### src/hw/rtl/sidta_pkg.sv
`timescale 1ns / 1ps
package sidta_pkg;

  localparam int unsigned NumDigits     = 10;
  localparam int unsigned BinW          = 32;
  localparam int unsigned BcdW          = 4 * NumDigits;
  localparam int unsigned DigIdxW       = $clog2(NumDigits);
  localparam int unsigned StepsPerStage = 8;
  localparam int unsigned NumStages     = BinW / StepsPerStage;
  localparam int unsigned CharW         = 7;

  localparam logic [CharW-1:0] AsciiZero  = 7'd48;
  localparam logic [CharW-1:0] AsciiMinus = 7'd45;

  typedef struct packed {
    logic            neg;
    logic [BcdW-1:0] bcd;
    logic [BinW-1:0] bin;
  } dd_t;

  // shift-add-3 conversion, StepsPerStage bits
  function automatic dd_t dd_steps(input dd_t x);
    dd_t        r;
    logic [3:0] d;
    r = x;
    for (int s = 0; s < StepsPerStage; s++) begin
      for (int k = 0; k < NumDigits; k++) begin
        d = r.bcd[4*k +: 4];
        if (d >= 4'd5) begin
          r.bcd[4*k +: 4] = d + 4'd3;
        end
      end
      r.bcd = {r.bcd[BcdW-2:0], r.bin[BinW-1]};
      r.bin = {r.bin[BinW-2:0], 1'b0};
    end
    return r;
  endfunction

endpackage

### src/hw/rtl/sidta_dabble_stage.sv
`timescale 1ns / 1ps
module sidta_dabble_stage (
  input  logic            clk_i,
  input  logic            rst_ni,
  input  logic            valid_i,
  input  sidta_pkg::dd_t  data_i,
  output logic            ready_o,
  output logic            valid_o,
  output sidta_pkg::dd_t  data_o,
  input  logic            ready_i
);
  import sidta_pkg::*;

  logic valid_q;
  dd_t  data_q;
  dd_t  data_d;

  assign ready_o = !valid_q || ready_i;
  assign data_d  = dd_steps(data_i);

  always_ff @(posedge clk_i or negedge rst_ni) begin
    if (!rst_ni) begin
      valid_q <= 1'b0;
    end else if (ready_o) begin
      valid_q <= valid_i;
    end
  end

  always_ff @(posedge clk_i) begin
    if (ready_o && valid_i) begin
      data_q <= data_d;
    end
  end

  assign valid_o = valid_q;
  assign data_o  = data_q;

endmodule

### src/hw/rtl/sidta_serializer.sv
`timescale 1ns / 1ps
module sidta_serializer (
  input  logic                        clk_i,
  input  logic                        rst_ni,
  input  logic                        valid_i,
  input  sidta_pkg::dd_t              data_i,
  output logic                        ready_o,
  output logic                        strobe_o,
  output logic [sidta_pkg::CharW-1:0] character_o,
  output logic                        last_o
);
  import sidta_pkg::*;

  logic               act_q, act_d;
  logic               sign_q, sign_d;
  logic [DigIdxW-1:0] idx_q, idx_d;
  logic [BcdW-1:0]    bcd_q;
  logic [DigIdxW-1:0] top_idx;
  logic [3:0]         cur_dig;
  logic               load;

  always_comb begin
    top_idx = '0;
    for (int k = 0; k < NumDigits; k++) begin
      if (data_i.bcd[4*k +: 4] != 4'd0) begin
        top_idx = DigIdxW'(k);
      end
    end
  end

  assign cur_dig     = bcd_q[4*idx_q +: 4];
  assign strobe_o    = act_q;
  assign last_o      = act_q && !sign_q && (idx_q == '0);
  assign character_o = sign_q ? AsciiMinus : (AsciiZero + {3'b000, cur_dig});
  assign ready_o     = !act_q || last_o;
  assign load        = ready_o && valid_i;

  always_comb begin
    act_d  = act_q;
    sign_d = sign_q;
    idx_d  = idx_q;
    if (act_q) begin
      if (sign_q) begin
        sign_d = 1'b0;
      end else if (idx_q != '0) begin
        idx_d = idx_q - 1'b1;
      end else begin
        act_d = 1'b0;
      end
    end
    if (load) begin
      act_d  = 1'b1;
      sign_d = data_i.neg;
      idx_d  = top_idx;
    end
  end

  always_ff @(posedge clk_i or negedge rst_ni) begin
    if (!rst_ni) begin
      act_q  <= 1'b0;
      sign_q <= 1'b0;
      idx_q  <= '0;
    end else begin
      act_q  <= act_d;
      sign_q <= sign_d;
      idx_q  <= idx_d;
    end
  end

  always_ff @(posedge clk_i) begin
    if (load) begin
      bcd_q <= data_i.bcd;
    end
  end

endmodule

### src/hw/rtl/signed_int_to_decimal_ascii.sv
// The first character of an item is strobed after the input register, four 8-bit conversion
// stages and the serializer registers, in that order.
// Throughput: one character per cycle; an item is 1 to 11 characters, and busy holds
// off start while the stages are backed up behind the serializer.
// Reset (async, active low) clears all valid bits; nothing is kept between items.
`timescale 1ns / 1ps
module signed_int_to_decimal_ascii (
  input  logic                        clk_i,
  input  logic                        rst_ni,
  input  logic                        start,
  output logic                        busy,
  input  logic signed [31:0]          value_i,
  output logic                        strobe_o,
  output logic [sidta_pkg::CharW-1:0] character_o,
  output logic                        last_o
);
  import sidta_pkg::*;

  logic st_valid [NumStages+1];
  logic st_ready [NumStages+1];
  dd_t  st_data  [NumStages+1];

  logic s0_valid_q;
  dd_t  s0_data_q;
  dd_t  s0_data_d;
  logic s0_ready;
  logic in_neg;

  assign s0_ready = !s0_valid_q || st_ready[0];
  assign busy     = !s0_ready;

  assign in_neg        = value_i[BinW-1];
  assign s0_data_d.neg = in_neg;
  assign s0_data_d.bcd = '0;
  assign s0_data_d.bin = in_neg ? (BinW'(0) - BinW'(value_i)) : BinW'(value_i);

  always_ff @(posedge clk_i or negedge rst_ni) begin
    if (!rst_ni) begin
      s0_valid_q <= 1'b0;
    end else if (s0_ready) begin
      s0_valid_q <= start;
    end
  end

  always_ff @(posedge clk_i) begin
    if (s0_ready && start) begin
      s0_data_q <= s0_data_d;
    end
  end

  assign st_valid[0] = s0_valid_q;
  assign st_data[0]  = s0_data_q;

  for (genvar g = 0; g < NumStages; g++) begin : g_stage
    sidta_dabble_stage u_stage (
      .clk_i   (clk_i),
      .rst_ni  (rst_ni),
      .valid_i (st_valid[g]),
      .data_i  (st_data[g]),
      .ready_o (st_ready[g]),
      .valid_o (st_valid[g+1]),
      .data_o  (st_data[g+1]),
      .ready_i (st_ready[g+1])
    );
  end

  sidta_serializer u_ser (
    .clk_i       (clk_i),
    .rst_ni      (rst_ni),
    .valid_i     (st_valid[NumStages]),
    .data_i      (st_data[NumStages]),
    .ready_o     (st_ready[NumStages]),
    .strobe_o    (strobe_o),
    .character_o (character_o),
    .last_o      (last_o)
  );

endmodule

### config.mk
export PLATFORM = sky130hd
export DESIGN_NAME = signed_int_to_decimal_ascii
export DESIGN_NICKNAME = d
export VERILOG_FILES = /design/src/hw/rtl/sidta_pkg.sv /design/src/hw/rtl/sidta_dabble_stage.sv /design/src/hw/rtl/sidta_serializer.sv /design/src/hw/rtl/signed_int_to_decimal_ascii.sv
export SDC_FILE = /design/constraint.sdc
export NUM_CORES = 1
export LEC_CHECK = 0
export BUFFER_PORTS_ARGS = -buffer_cell sky130_fd_sc_hd__buf_2
export CORE_MARGIN = 4
export CORE_UTILIZATION = 25
export CTS_CLUSTER_DIAMETER = 120
export DETAILED_ROUTE_END_ITERATION = 12
export PLACE_DENSITY = 0.41
export SLEW_MARGIN = 20
export SYNTH_ARGS = -nofsm -noshare
export SYNTH_HDL_FRONTEND = slang
export SYNTH_SLANG_ARGS = --single-unit
### constraint.sdc
create_clock -name clk_i -period 7.2 [get_ports clk_i]
set_input_delay 1.44 -clock clk_i [delete_from_list [all_inputs] [get_ports clk_i]]
set_output_delay 1.44 -clock clk_i [all_outputs]
set_load 0.01 [all_outputs]
# ---- Word level (Yosys, flattened, before mapping)
# Cells that the tools add are included.
dict set report word_totals {
  output_inout_bits 10
  register_bits 284
  in_bits 35
  elab_cells 881
}
dict set report op_classes {
  n_lt_le_gt_ge 265
  addsub 268
  n_mux 286
  eq_ne 1
  reduce_logical 36
  n_shift 1
}
# op n
set ops {}
lappend ops {{$ge A4 B3 Y1 const B} 255}
lappend ops {{$mux W4} 254}
lappend ops {{$add A4 B2 Y4 const B} 234}
lappend ops {{$mux W3} 22}
lappend ops {{$add A3 B2 Y3 const B} 21}
lappend ops {{$reduce_bool A4 Y1} 10}
lappend ops {{$shiftx A40 B7 Y4} 1}
lappend ops {{$sub A1 B32 Y32 const A} 1}
lappend ops {{$mux W31} 1}
lappend ops {{$add A1 B2 Y3 const B} 9}
lappend ops {{$ge A1 B3 Y1 const B} 9}
lappend ops {{$logic_and A1 B1 Y1} 8}
lappend ops {{$logic_not A1 Y1} 8}
lappend ops {{$mux W1} 8}
lappend ops {{$add A6 B4 Y7 const A} 1}
lappend ops {{$mux W7} 1}
lappend ops {{$logic_or A1 B1 Y1} 6}
lappend ops {{$logic_not A4 Y1} 1}
lappend ops {{$reduce_bool A2 Y1} 2}
lappend ops {{$sub A4 B1 Y4 const B} 1}
lappend ops {{$add A1 B2 Y3 const AB} 1}
lappend ops {{$ge A1 B3 Y1 const AB} 1}
lappend ops {{$reduce_and A3 Y1} 1}
lappend ops {{$ne A2 B2 Y1 const B} 1}

# ---- Depth between registers and ports, before layout
# Gate-level depths: netlist of run 1.
dict set report depth {
  ltp_word 16
  depth_mapped 39
  depth_no_buf 36
}

# ---- Modules after synthesis
# A second synthesis of run 1 with hierarchy kept.
dict set report hier_totals {
  cells_unflattened 7050
  area_unflattened_um2 55889.9
}
# mod seq_area_each_um2 cells_per_inst area_each_um2 n_inst
set by_module_without_submodules {}
lappend by_module_without_submodules {sidta_dabble_stage 1976.9 1693 12990.0 4}
lappend by_module_without_submodules {sidta_serializer 1351.3 136 2095.8 1}
lappend by_module_without_submodules {signed_int_to_decimal_ascii 1016.0 142 1834.3 1}

# ---- Least setup slack after synthesis of run 1
# No wires, ideal clock.
dict set report synth_path {
  path_type {register to register}
  startpoint {register g_stage[2].u_stage.data_q, in the netlist g_stage[2].u_stage.data_o[52]}
  endpoint {register g_stage[3].u_stage.data_q, in the netlist g_stage[3].u_stage.data_o[62], data pin}
  synth_period_minus_slack_ns 7.153
  setup_time_ns 0.272
  arrival_time_ns 6.881
  path_stages_with_launch 34
  t_required_ns 6.928
  path_slack_ns 0.047
  n_path_buf 0
  cell_sequence {edfxtp_1 ha_1 nand2b_1 a211o_1 a211o_1 a21oi_2 nor2_1 ha_1 nand3_1 a21oi_1 o32a_1 or2_1 inv_1 ha_1 nor3_1 a211oi_1 a211oi_2 ha_1 a2111o_1 a21o_1 mux2_4 a21oi_2 or3_1 nand2_1 inv_2 ha_1 o22a_1 nor2_1 a2111oi_0 a211oi_2 and2_1 mux2_4 o41ai_2 o41ai_1}
}
# element line_no
set synth_rtl {}
lappend synth_rtl {{from (decl)} sidta_dabble_stage.sv:15} ;# dd_t data_q;
lappend synth_rtl {{from (signal assigned)} sidta_dabble_stage.sv:31} ;# data_q <= data_d;
lappend synth_rtl {{to (signal assigned)} sidta_dabble_stage.sv:31}
lappend synth_rtl {{to (decl)} sidta_dabble_stage.sv:15}

==> flow_summary_export.csv, run 1 <==
group,metric,value,unit
logic_synthesis,synth_top_area_share,24.71,%
worst_setup_path,path_max_fanout,5,
die,die_h,340.2,um
die,dieArea,115700,um2
logic_synthesis,ys.flop_type,"edfxtp_1",
logic_synthesis,synthAdderAreaFrac,6.714,%
worst_setup_path,cp_slowest_cell,"or4_4",
place,dp_slack,-0.07899,ns
cells_and_area,seqCellArea,7092,um2
clocking,clkLatencyLatePin,0.62,ns
worst_setup_path,r2r_cells,29,
detailed_routing,wire_per_inst,13.07,um
global_route,top_usage_layer,"met2",
global_route,use_met3,1.273,%
logic_synthesis,synthTopCellsByArea,"edfxtp_1, ha_1, a21oi_1",
worst_setup_path,endpoint,"g_stage[3].u_stage.data_o[62]$_DFFE_PP_",
worst_setup_path,cp-start-kind,"flip-flop",
worst_setup_path,worstPathRequired,7.51,ns
die,die_w,340.2,um
die,ios,45,
logic_synthesis,syn_nets,3534,
logic_synthesis,async_reset_ff_share,4.622,%
logic_synthesis,yosysSeqAreaShare,25.71,%
logic_synthesis,synth_cell_types,130,
detailed_routing,vias,24530,
die,start_util,25.27,%
timing,slew_headroom,31.22,%
cells_and_area,nets,3624,
logic_synthesis,yosys_warnings,0,
worst_setup_path,critPathCaptureType,"flip-flop",
detailed_routing,routed_wl,64610,um
timing,hold_viol,0,
logic_synthesis,ys_ff_latch,238,
timing,finalCritPeriodShare,94.13,%
logic_synthesis,synth_edf_count,227,
die,fp-row-count,121,
worst_setup_path,arrival,7.09,ns
global_route,grt_pass1_vias,22951,
cells_and_area,drive_gt1_share,15.11,%
worst_setup_path,path_class,"flip-flop to flip-flop",
detailed_routing,drt_iter0_drc,1206,
logic_synthesis,syn_inst,3355,
detailed_routing,ant_nets,0,
global_route,track_usage,10.71,%
global_route,grt_pass1_wl,110700,um
global_route,grt_max_degree,47,
clocking,root_buffer,"clkbuf_16",
place,post_dp_cell_area,29860,um2
clocking,cts_num_sinks,238,
cells_and_area,utilization,28.97,%
clocking,cts_max_path_buffers,3,
worst_hold_path,hold_class,"flip-flop to flip-flop",
timing,slew_violations,0,
clocking,numCtsBuffers,31,
place,routabilityCongestion,0.7575,
logic_synthesis,avgSynthCellArea,8.221,um2
worst_setup_path,slowest_delay,0.52,ns
detailed_routing,dr.pass1.iters,8,
logic_synthesis,synth_top_family_by_area,"compound AO/OA/AOI/OAI gates",
clocking,htree_levels,1,
worst_setup_path,timing.rr.start,"g_stage[2].u_stage.data_o[44]$_DFFE_PP_",
worst_setup_path,worstSetupStartpoint,"g_stage[2].u_stage.data_o[44]$_DFFE_PP_",
timing,timing.final.ws_setup,0.4228,ns
worst_setup_path,cpMostUsedCell,"ha_1",
logic_synthesis,synth_top_area_cell,"edfxtp_1",
cells_and_area,antenna_cells,0,
clocking,clkTransAtPathRegs,0.07,ns
logic_synthesis,synthSimpleGateAreaFrac,20.89,%
place,portBuffers,42,
timing,clock_skew,0.04858,ns
run_status,status,"finished clean",
timing,final-setup-viol-count,0,
die,core,109200,um2
detailed_routing,viasPerCell,4.961,
worst_setup_path,r2r-end,"g_stage[3].u_stage.data_o[62]$_DFFE_PP_",
global_route,grt-ovfl-total,0,
timing,worstMarginPinSlew,1.032,ns
clocking,cts_tree,"yes",
global_route,antenna_found_initial,1,
clocking,hold_buffers,0,
timing,rsz0062_at_grt,"true",
cells_and_area,fin_area,31620,um2
logic_synthesis,synth_compound_area_share,30.69,%
flow_run,max_cap_viol_count,0,
logic_synthesis,synth_xor_area_share,4.663,%
global_route,grt.met2_usage,17.36,%
logic_synthesis,netlist_area,27580,um2
place,place_hpwl,49340,um
timing,fmax,0.1476,GHz
worst_setup_path,r2r_slack,0.42,ns
global_route,grtUsageMet1,15.50,%
cells_and_area,nFillCells,11628,
timing,min_period,6.777,ns
cells_and_area,multiInputGateArea,19960,um2
cells_and_area,area_growth,14.65,%
detailed_routing,drc,0,
logic_synthesis,synthMuxAreaShare,7.358,%
[synthesized netlist by cell type (all sizes together) (43+ instances only)]
library cell / n
a211oi: 71
a21o: 59
a21oi: 247
a31oi: 45
and2: 62
clkbuf: 65
edfxtp: 227
ha: 144
inv: 189
mux2: 62
mux2i: 109
nand2: 271
nand2b: 76
nand3: 82
nor2: 316
nor2b: 43
nor3: 93
o211ai: 54
o21ai: 245
o22ai: 48
or2: 60
or3: 46
xnor2: 102
[layout make-up]
| cell class | count | area share [%] |
|---|---|---|
| multi-input combinational | 2836 | 63.12 |
| sequential | 238 | 22.43 |
| tap | 1476 | 5.840 |
| timing repair buffer | 149 | 3.205 |
| clock buffer | 36 | 2.512 |
| inverter | 189 | 2.243 |
| clock inverter | 21 | 0.6489 |
[timing repair]
action | CTS | global route
setup buffers | 0 | 30
endpoints found under the hold margin | 0 | 0
pin swaps | 0 | 28
setup endpoints to repair | 2 | 64
gates resized for setup | 3 | 112
cloned | 0 | 0
[worst min-delay path by stage]
stage | startpoint | endpoint | slack, ns | depth (start not counted)
floorplan | s0_data_q[2]$_DFFE_PP_ | g_stage[0].u_stage.data_o[10]$_DFFE_PP_ | 0.40 | 0
global placement | g_stage[0].u_stage.data_o[19]$_DFFE_PP_ | g_stage[1].u_stage.data_o[27]$_DFFE_PP_ | 0.40 | 0
detailed placement | s0_data_q[6]$_DFFE_PP_ | g_stage[0].u_stage.data_o[14]$_DFFE_PP_ | 0.40 | 0
CTS | s0_data_q[21]$_DFFE_PP_ | g_stage[0].u_stage.data_o[29]$_DFFE_PP_ | 0.41 | 0
global route | s0_data_q[21]$_DFFE_PP_ | g_stage[0].u_stage.data_o[29]$_DFFE_PP_ | 0.42 | 0
finish | g_stage[0].u_stage.data_o[8]$_DFFE_PP_ | g_stage[1].u_stage.data_o[16]$_DFFE_PP_ | 0.41 | 0
[state kept, by name, indices dropped and copies added (netlist names)]
register / flops
g_stage.u_stage.data_o: 154
g_stage.u_stage.valid_o: 4
s0_data_q: 33
s0_valid_q: 1
u_ser.bcd_q: 40
u_ser.idx_q: 4
u_ser.sign_q: 1
u_ser.strobe_o: 1
[metrics by stage]
| stage | hold WS [ns] | instances | setup TNS (ns) |
|---|---|---|---|
| after global routing | 0.4178 | 4945 | -0.1603 |
| after detailed placement | 0.4045 | 4858 | -0.09990 |
| final | 0.4109 | 4945 | 0 |
| after global placement | 0.4010 | 4858 | -0.07756 |
| after floorplan | 0.4003 | 3355 | 0 |
| after CTS | 0.4138 | 4915 | 0 |
[critical path: cells and delay by family, from the launching register on]
family	cells	cell delay, ns
compound gates	10	2.13
fa+ha+maj	4	0.81
buf+inv	2	0.15
flops	1	0.45
mux	3	0.83
simple gates	10	2.06
[cell usage in the layout, fill, tap and decap left out, types with 42 or more instances in the layout]
cell      count
nor2_1      307
a21o_1       59
edfxtp_1    227
or3_1        44
mux2_2       57
o22ai_1      43
and2_1       57
nand2_1     269
inv_1       172
nand3_1      81
a31oi_1      42
o21ai_1      57
buf_4       107
buf_2        42
o21ai_0     181
a211oi_1     55
a21oi_1     225
ha_1        135
mux2i_1     102
nor3_1       86
nand2b_1     75
xnor2_1      89
o211ai_1     49
[layer usage]
metal | part of all wire [%] | vias up
met1 | 52 | 11285
met5 | 0 | -
li1 | - | 12966
met2 | 44 | 232
met4 | 1.4 | 0
met3 | 2.4 | 47
[cells by family (layout without fill, tap and decap cells)]
| kind of cell | Yosys count | after routing |
|---|---|---|
| compound gates | 1202 | 1202 |
| fa+ha+maj | 149 | 149 |
| xor+xnor | 138 | 138 |
| flops | 238 | 238 |
| other cells | 2 | 2 |
| mux | 179 | 179 |
| buf+inv | 281 | 395 |
| simple gates | 1166 | 1166 |
Power of run 1 is left out: the tool's default activity adds up to more than one toggle a clock period on the data nets, which glitch-free logic cannot reach.
==> run 2: changes to the inputs <==
--- a/config.mk
+++ b/config.mk
@@ -6,11 +6,12 @@
 export NUM_CORES = 1
 export LEC_CHECK = 0
 export BUFFER_PORTS_ARGS = -buffer_cell sky130_fd_sc_hd__buf_2
+export CAP_MARGIN = 20
 export CORE_MARGIN = 4
-export CORE_UTILIZATION = 25
+export CORE_UTILIZATION = 50
 export CTS_CLUSTER_DIAMETER = 120
 export DETAILED_ROUTE_END_ITERATION = 12
-export PLACE_DENSITY = 0.41
+export PLACE_DENSITY = 0.69
 export SLEW_MARGIN = 20
 export SYNTH_ARGS = -nofsm -noshare
 export SYNTH_HDL_FRONTEND = slang
==> run 2 against run 1 <==
Register-to-register slack lost 0.19 ns. Hold slack better by 0.0034 ns. Sequential share of layout area up 0.91 points. Worst setup slack worse by 0.19 ns. Clock skew is 0.010 ns lower. Critical path depth is 2 higher. Cell count is 17% lower. Fmax down 2.7%. Routed wire length shrank 5.0%. Critical endpoint unchanged. Highest routed layer unchanged.
==> flow_summary_export.csv, run 2 (synthesis gave the netlist of run 1 again) <==
group,metric,value,unit
run_status,status,"finished clean",
clocking,cts_max_path_buffers,3,
worst_setup_path,worstSetupStartpoint,"g_stage[2].u_stage.data_o[52]$_DFFE_PP_",
cells_and_area,area_growth,10.18,%
worst_setup_path,slowest_delay,0.58,ns
cells_and_area,nets,3592,
worst_setup_path,cp_slowest_cell,"or4_4",
clocking,cts_tree,"yes",
die,ios,45,
die,die_w,242.9,um
timing,min_period,6.963,ns
worst_setup_path,path_max_fanout,6,
cells_and_area,drive_gt1_share,14.51,%
cells_and_area,antenna_cells,0,
timing,fmax,0.1436,GHz
clocking,root_buffer,"clkbuf_16",
worst_setup_path,arrival,7.23,ns
place,routabilityCongestion,0.8868,
global_route,antenna_found_initial,0,
worst_setup_path,timing.rr.start,"g_stage[2].u_stage.data_o[52]$_DFFE_PP_",
die,dieArea,58990,um2
cells_and_area,largest_register_ffs,154,
die,die_h,242.9,um
die,fp-row-count,85,
clocking,clkLatencyLatePin,0.56,ns
clocking,hold_buffers,0,
global_route,grt_max_degree,47,
global_route,grt_pass1_wl,102000,um
detailed_routing,vias,25415,
detailed_routing,ant_nets,0,
detailed_routing,drc,0,
timing,finalCritPeriodShare,96.71,%
worst_setup_path,cpMostUsedCell,"ha_1",
global_route,track_usage,18.97,%
worst_setup_path,r2r_cells,31,
clocking,htree_levels,1,
timing,rsz0062_at_grt,"true",
place,place_hpwl,46320,um
timing,slew_headroom,36.44,%
worst_setup_path,critPathCaptureType,"flip-flop",
clocking,numCtsBuffers,26,
detailed_routing,dr.pass1.iters,6,
timing,hold_viol,0,
timing,clock_skew,0.03820,ns
worst_hold_path,hold_class,"flip-flop to flip-flop",
timing,worstMarginPinSlew,0.9534,ns
clocking,clkTransAtPathRegs,0.06,ns
detailed_routing,viasPerCell,6.155,
clocking,cts_num_sinks,238,
detailed_routing,wire_per_inst,14.86,um
place,portBuffers,42,
cells_and_area,instances_no_fill,4129,
global_route,grt_pass1_vias,23594,
worst_hold_path,hp-start,"g_stage[2].u_stage.data_o[24]$_DFFE_PP_",
global_route,grt-ovfl-total,0,
timing,final-setup-viol-count,0,
timing,slew_violations,0,
worst_setup_path,path_class,"flip-flop to flip-flop",
worst_hold_path,hold_depth,0,
die,core,54240,um2
cells_and_area,final_common_cell,"nor2_1",
flow_run,max_cap_viol_count,0,
worst_setup_path,worstPathRequired,7.46,ns
worst_setup_path,cp-start-kind,"flip-flop",
die,start_util,50.85,%
cells_and_area,layout_common_cells,"nor2_1, nand2_1, a21oi_1, edfxtp_1, o21ai_0",
detailed_routing,routed_wl,61360,um
timing,tns,0,ns
place,place_inst,4045,
detailed_routing,drt_iter0_drc,1532,
[run 2: timing repair]
action | in CTS | in global routing
pin swaps | 0 | 21
cloned | 0 | 0
endpoints found under the hold margin | 0 | 0
gates resized for setup | 8 | 120
setup endpoints to repair | 7 | 64
buffers inserted | 0 | 34
[run 2: area by class of cell]
type                    instances  area, um2
inverters                     189      709.4
well taps                     696      870.8
clock buffers                  34      700.7
clock inverters                14      166.4
fillers                      4843      23850
repair buffers                122      820.8
flip-flops and latches        238       7092
multi-input cells            2836      20030
[run 2: critical path: cells and delay by family (launching register included)]
family / cells / cell delay (ns)
buffers and inverters: 3 / 0.22
multiplexers: 2 / 0.56
adder cells (fa/ha/maj): 5 / 1.04
AO/OA/AOI/OAI: 13 / 2.75
AND/OR/NAND/NOR: 8 / 1.67
flip-flops: 1 / 0.46
[run 2: through the flow]
stage          utilization [%]  cell area [um2]  worst slack [ns]  hold slack, ns
6_report                 56.03            30390            0.2369          0.4143
5_1_grt                  56.03            30390           -0.1232          0.4247
4_1_cts                  54.47            29550           0.01826          0.4174
3_5_place_dp             52.80            28640           -0.1374          0.4045
3_3_place_gp             52.80            28640            0.1771          0.4014
2_1_floorplan                -            27580           0.04652          0.4003
[run 2: final timing paths]
check,to,slack [ns]
setup / recovery,g_stage[3].u_stage.data_o[62]$_DFFE_PP_,0.24
hold reg to reg,g_stage[3].u_stage.data_o[32]$_DFFE_PP_,0.41
min in group asynchronous,s0_valid_q$_DFFE_PN0N_,0.79
max in group asynchronous,g_stage[1].u_stage.valid_o$_DFFE_PN0P_,6.12
setup reg to reg,g_stage[3].u_stage.data_o[62]$_DFFE_PP_,0.24
hold / removal,g_stage[3].u_stage.data_o[32]$_DFFE_PP_,0.41
[run 2: routing by layer]
metal  global-route usage, %  share of wire (%)
met1                   23.18                 44
met2                   36.00                 51
met3                   1.898                3.0
met4                   4.125                1.8
met5                       0                  0
Power of run 2 is left out for the same reason.
==> run 3: changes to the inputs <==
--- a/config.mk
+++ b/config.mk
@@ -8,10 +8,10 @@
 export BUFFER_PORTS_ARGS = -buffer_cell sky130_fd_sc_hd__buf_2
 export CAP_MARGIN = 20
 export CORE_MARGIN = 4
-export CORE_UTILIZATION = 50
+export CORE_UTILIZATION = 60
 export CTS_CLUSTER_DIAMETER = 120
 export DETAILED_ROUTE_END_ITERATION = 12
-export PLACE_DENSITY = 0.69
+export PLACE_DENSITY = 0.81
 export SLEW_MARGIN = 20
 export SYNTH_ARGS = -nofsm -noshare
 export SYNTH_HDL_FRONTEND = slang
==> run 3 against run 2 <==
First-iteration DRC count rose by 25%. Die area fell by 16%. Cell count fell by 2.6%. Final area fell by 0.25%. Register-to-register slack got worse by 0.02 ns.
==> flow_summary_export.csv, run 3 (synthesis gave the netlist of run 1 again) <==
group,metric,value,unit
timing,final-setup-viol-count,0,
worst_setup_path,critPathTopFamily,"simple AND/OR/NAND/NOR gates",
timing,worstMarginPinSlew,1.123,ns
detailed_routing,wire_per_inst,15.89,um
die,start_util,60.78,%
timing,clock_skew,0.02649,ns
worst_setup_path,arrival,7.28,ns
global_route,track_usage,23.37,%
timing,hold_viol,0,
clocking,cts_max_path_buffers,3,
cells_and_area,area_growth,9.907,%
timing,slew_violations,0,
global_route,grt_pass1_vias,24122,
place,place_hpwl,46930,um
cells_and_area,final_common_cell,"nor2_1",
place,post_dp_cell_area,28470,um2
clocking,clkLatencyLatePin,0.56,ns
worst_setup_path,path_max_fanout,7,
global_route,grt_pass1_wl,105200,um
timing,finalCritPeriodShare,96.93,%
worst_setup_path,path_class,"flip-flop to flip-flop",
place,routabilityCongestion,0.8740,
clocking,clkTransAtPathRegs,0.06,ns
cells_and_area,layout_common_cells,"nor2_1, nand2_1, a21oi_1, edfxtp_1, o21ai_0",
flow_run,max_cap_viol_count,0,
timing,slew_headroom,25.16,%
global_route,grt_max_degree,47,
detailed_routing,routed_wl,63940,um
detailed_routing,vias,25886,
cells_and_area,nets,3582,
clocking,numCtsBuffers,27,
worst_setup_path,cp_slowest_cell,"edfxtp_1",
detailed_routing,drt_iter0_drc,1918,
worst_hold_path,hold_class,"flip-flop to flip-flop",
clocking,root_buffer,"clkbuf_16",
die,dieArea,49470,um2
place,portBuffers,42,
detailed_routing,viasPerCell,6.435,
timing,fmax,0.1433,GHz
global_route,grt-ovfl-total,0,
cells_and_area,drive_gt1_share,14.58,%
cells_and_area,antenna_cells,0,
worst_setup_path,cpMostUsedCell,"ha_1",
clocking,cts_tree,"yes",
worst_setup_path,path_buf_inv,5,
worst_setup_path,slowest_delay,0.50,ns
detailed_routing,dr.pass1.iters,8,
cells_and_area,largest_register_ffs,154,
worst_setup_path,critPathCaptureType,"flip-flop",
clocking,hold_buffers,0,
worst_setup_path,worstPathRequired,7.50,ns
die,fp-row-count,78,
die,die_w,222.4,um
cells_and_area,nFillCells,3476,
worst_setup_path,cp-start-kind,"flip-flop",
die,die_h,222.4,um
cells_and_area,utilization,66.80,%
cells_and_area,fin_area,30320,um2
clocking,cts_num_sinks,238,
timing,min_period,6.979,ns
detailed_routing,drc,0,
clocking,htree_levels,1,
die,core,45380,um2
global_route,antenna_found_initial,1,
run_status,status,"finished clean",
detailed_routing,ant_nets,0,
timing,rsz0062_at_grt,"true",
die,ios,45,
## run 3: cell types whose count changed in the layout (fill, tap and decap cells not counted), sizes merged
cell,delta
buf,-10
clkbuf,-4
clkinv,-2
inv,+6
## run 3: final timing paths
check	endpoint	start	cells past startpoint	slack [ns]
worst max-delay path	g_stage[1].u_stage.data_o[40]$_DFFE_PP_	g_stage[0].u_stage.data_o[32]$_DFFE_PP_	35	0.22
worst min-delay path	g_stage[1].u_stage.data_o[23]$_DFFE_PP_	g_stage[0].u_stage.data_o[15]$_DFFE_PP_	0	0.42
worst max register to register	g_stage[1].u_stage.data_o[40]$_DFFE_PP_	g_stage[0].u_stage.data_o[32]$_DFFE_PP_	35	0.22
worst min register to register	g_stage[1].u_stage.data_o[23]$_DFFE_PP_	g_stage[0].u_stage.data_o[15]$_DFFE_PP_	0	0.42
max in group asynchronous	g_stage[2].u_stage.valid_o$_DFFE_PN0P_	rst_ni	1	6.10
min in group asynchronous	s0_valid_q$_DFFE_PN0N_	rst_ni	1	0.80
## run 3: through the flow
stage | hold slack [ns] | setup TNS [ns] | setup WS [ns] | instances
final | 0.4172 | 0 | 0.2212 | 4023
after global routing | 0.4230 | -0.7480 | -0.1032 | 4023
after CTS | 0.4184 | 0 | 0.009248 | 3991
after detailed placement | 0.4045 | -0.2128 | -0.07430 | 3942
after global placement | 0.4030 | 0 | 0.2228 | 3942
after floorplan | 0.4003 | 0 | 0.04652 | 3355
## run 3: layout make-up
class	instances	area [um2]	area share, %
Tap cell	600	750.7	2.476
Sequential cell	238	7092	23.39
Multi-Input combinational cell	2836	20120	66.36
Inverter	189	709.4	2.340
Clock inverter	18	206.4	0.6810
Clock buffer	31	690.7	2.278
Timing Repair Buffer	111	748.2	2.468
## run 3: worst register-to-register path, delay by kind of cell, from the launching register on
family	cells	cell delay, ns
compound gates	11	2.09
fa+ha+maj	7	1.30
simple gates	11	2.21
mux	1	0.06
buf+inv	5	0.54
flops	1	0.50
## run 3: metal layers
layer,vias to the layer above,track usage [%],share of wire (%)
met5,-,0,0
met4,0,5.707,2.1
met3,118,2.246,3.5
met2,631,44.44,52
met1,12257,28.38,43
li1,12880,-,-
## run 3: timing repair
item | in CTS | in global routing
setup buffers | 0 | 31
hold endpoints to repair | 0 | 0
endpoints found under the setup margin | 5 | 69
pin swaps | 1 | 25
gates resized for setup | 7 | 138
Power of run 3 is left out for the same reason.
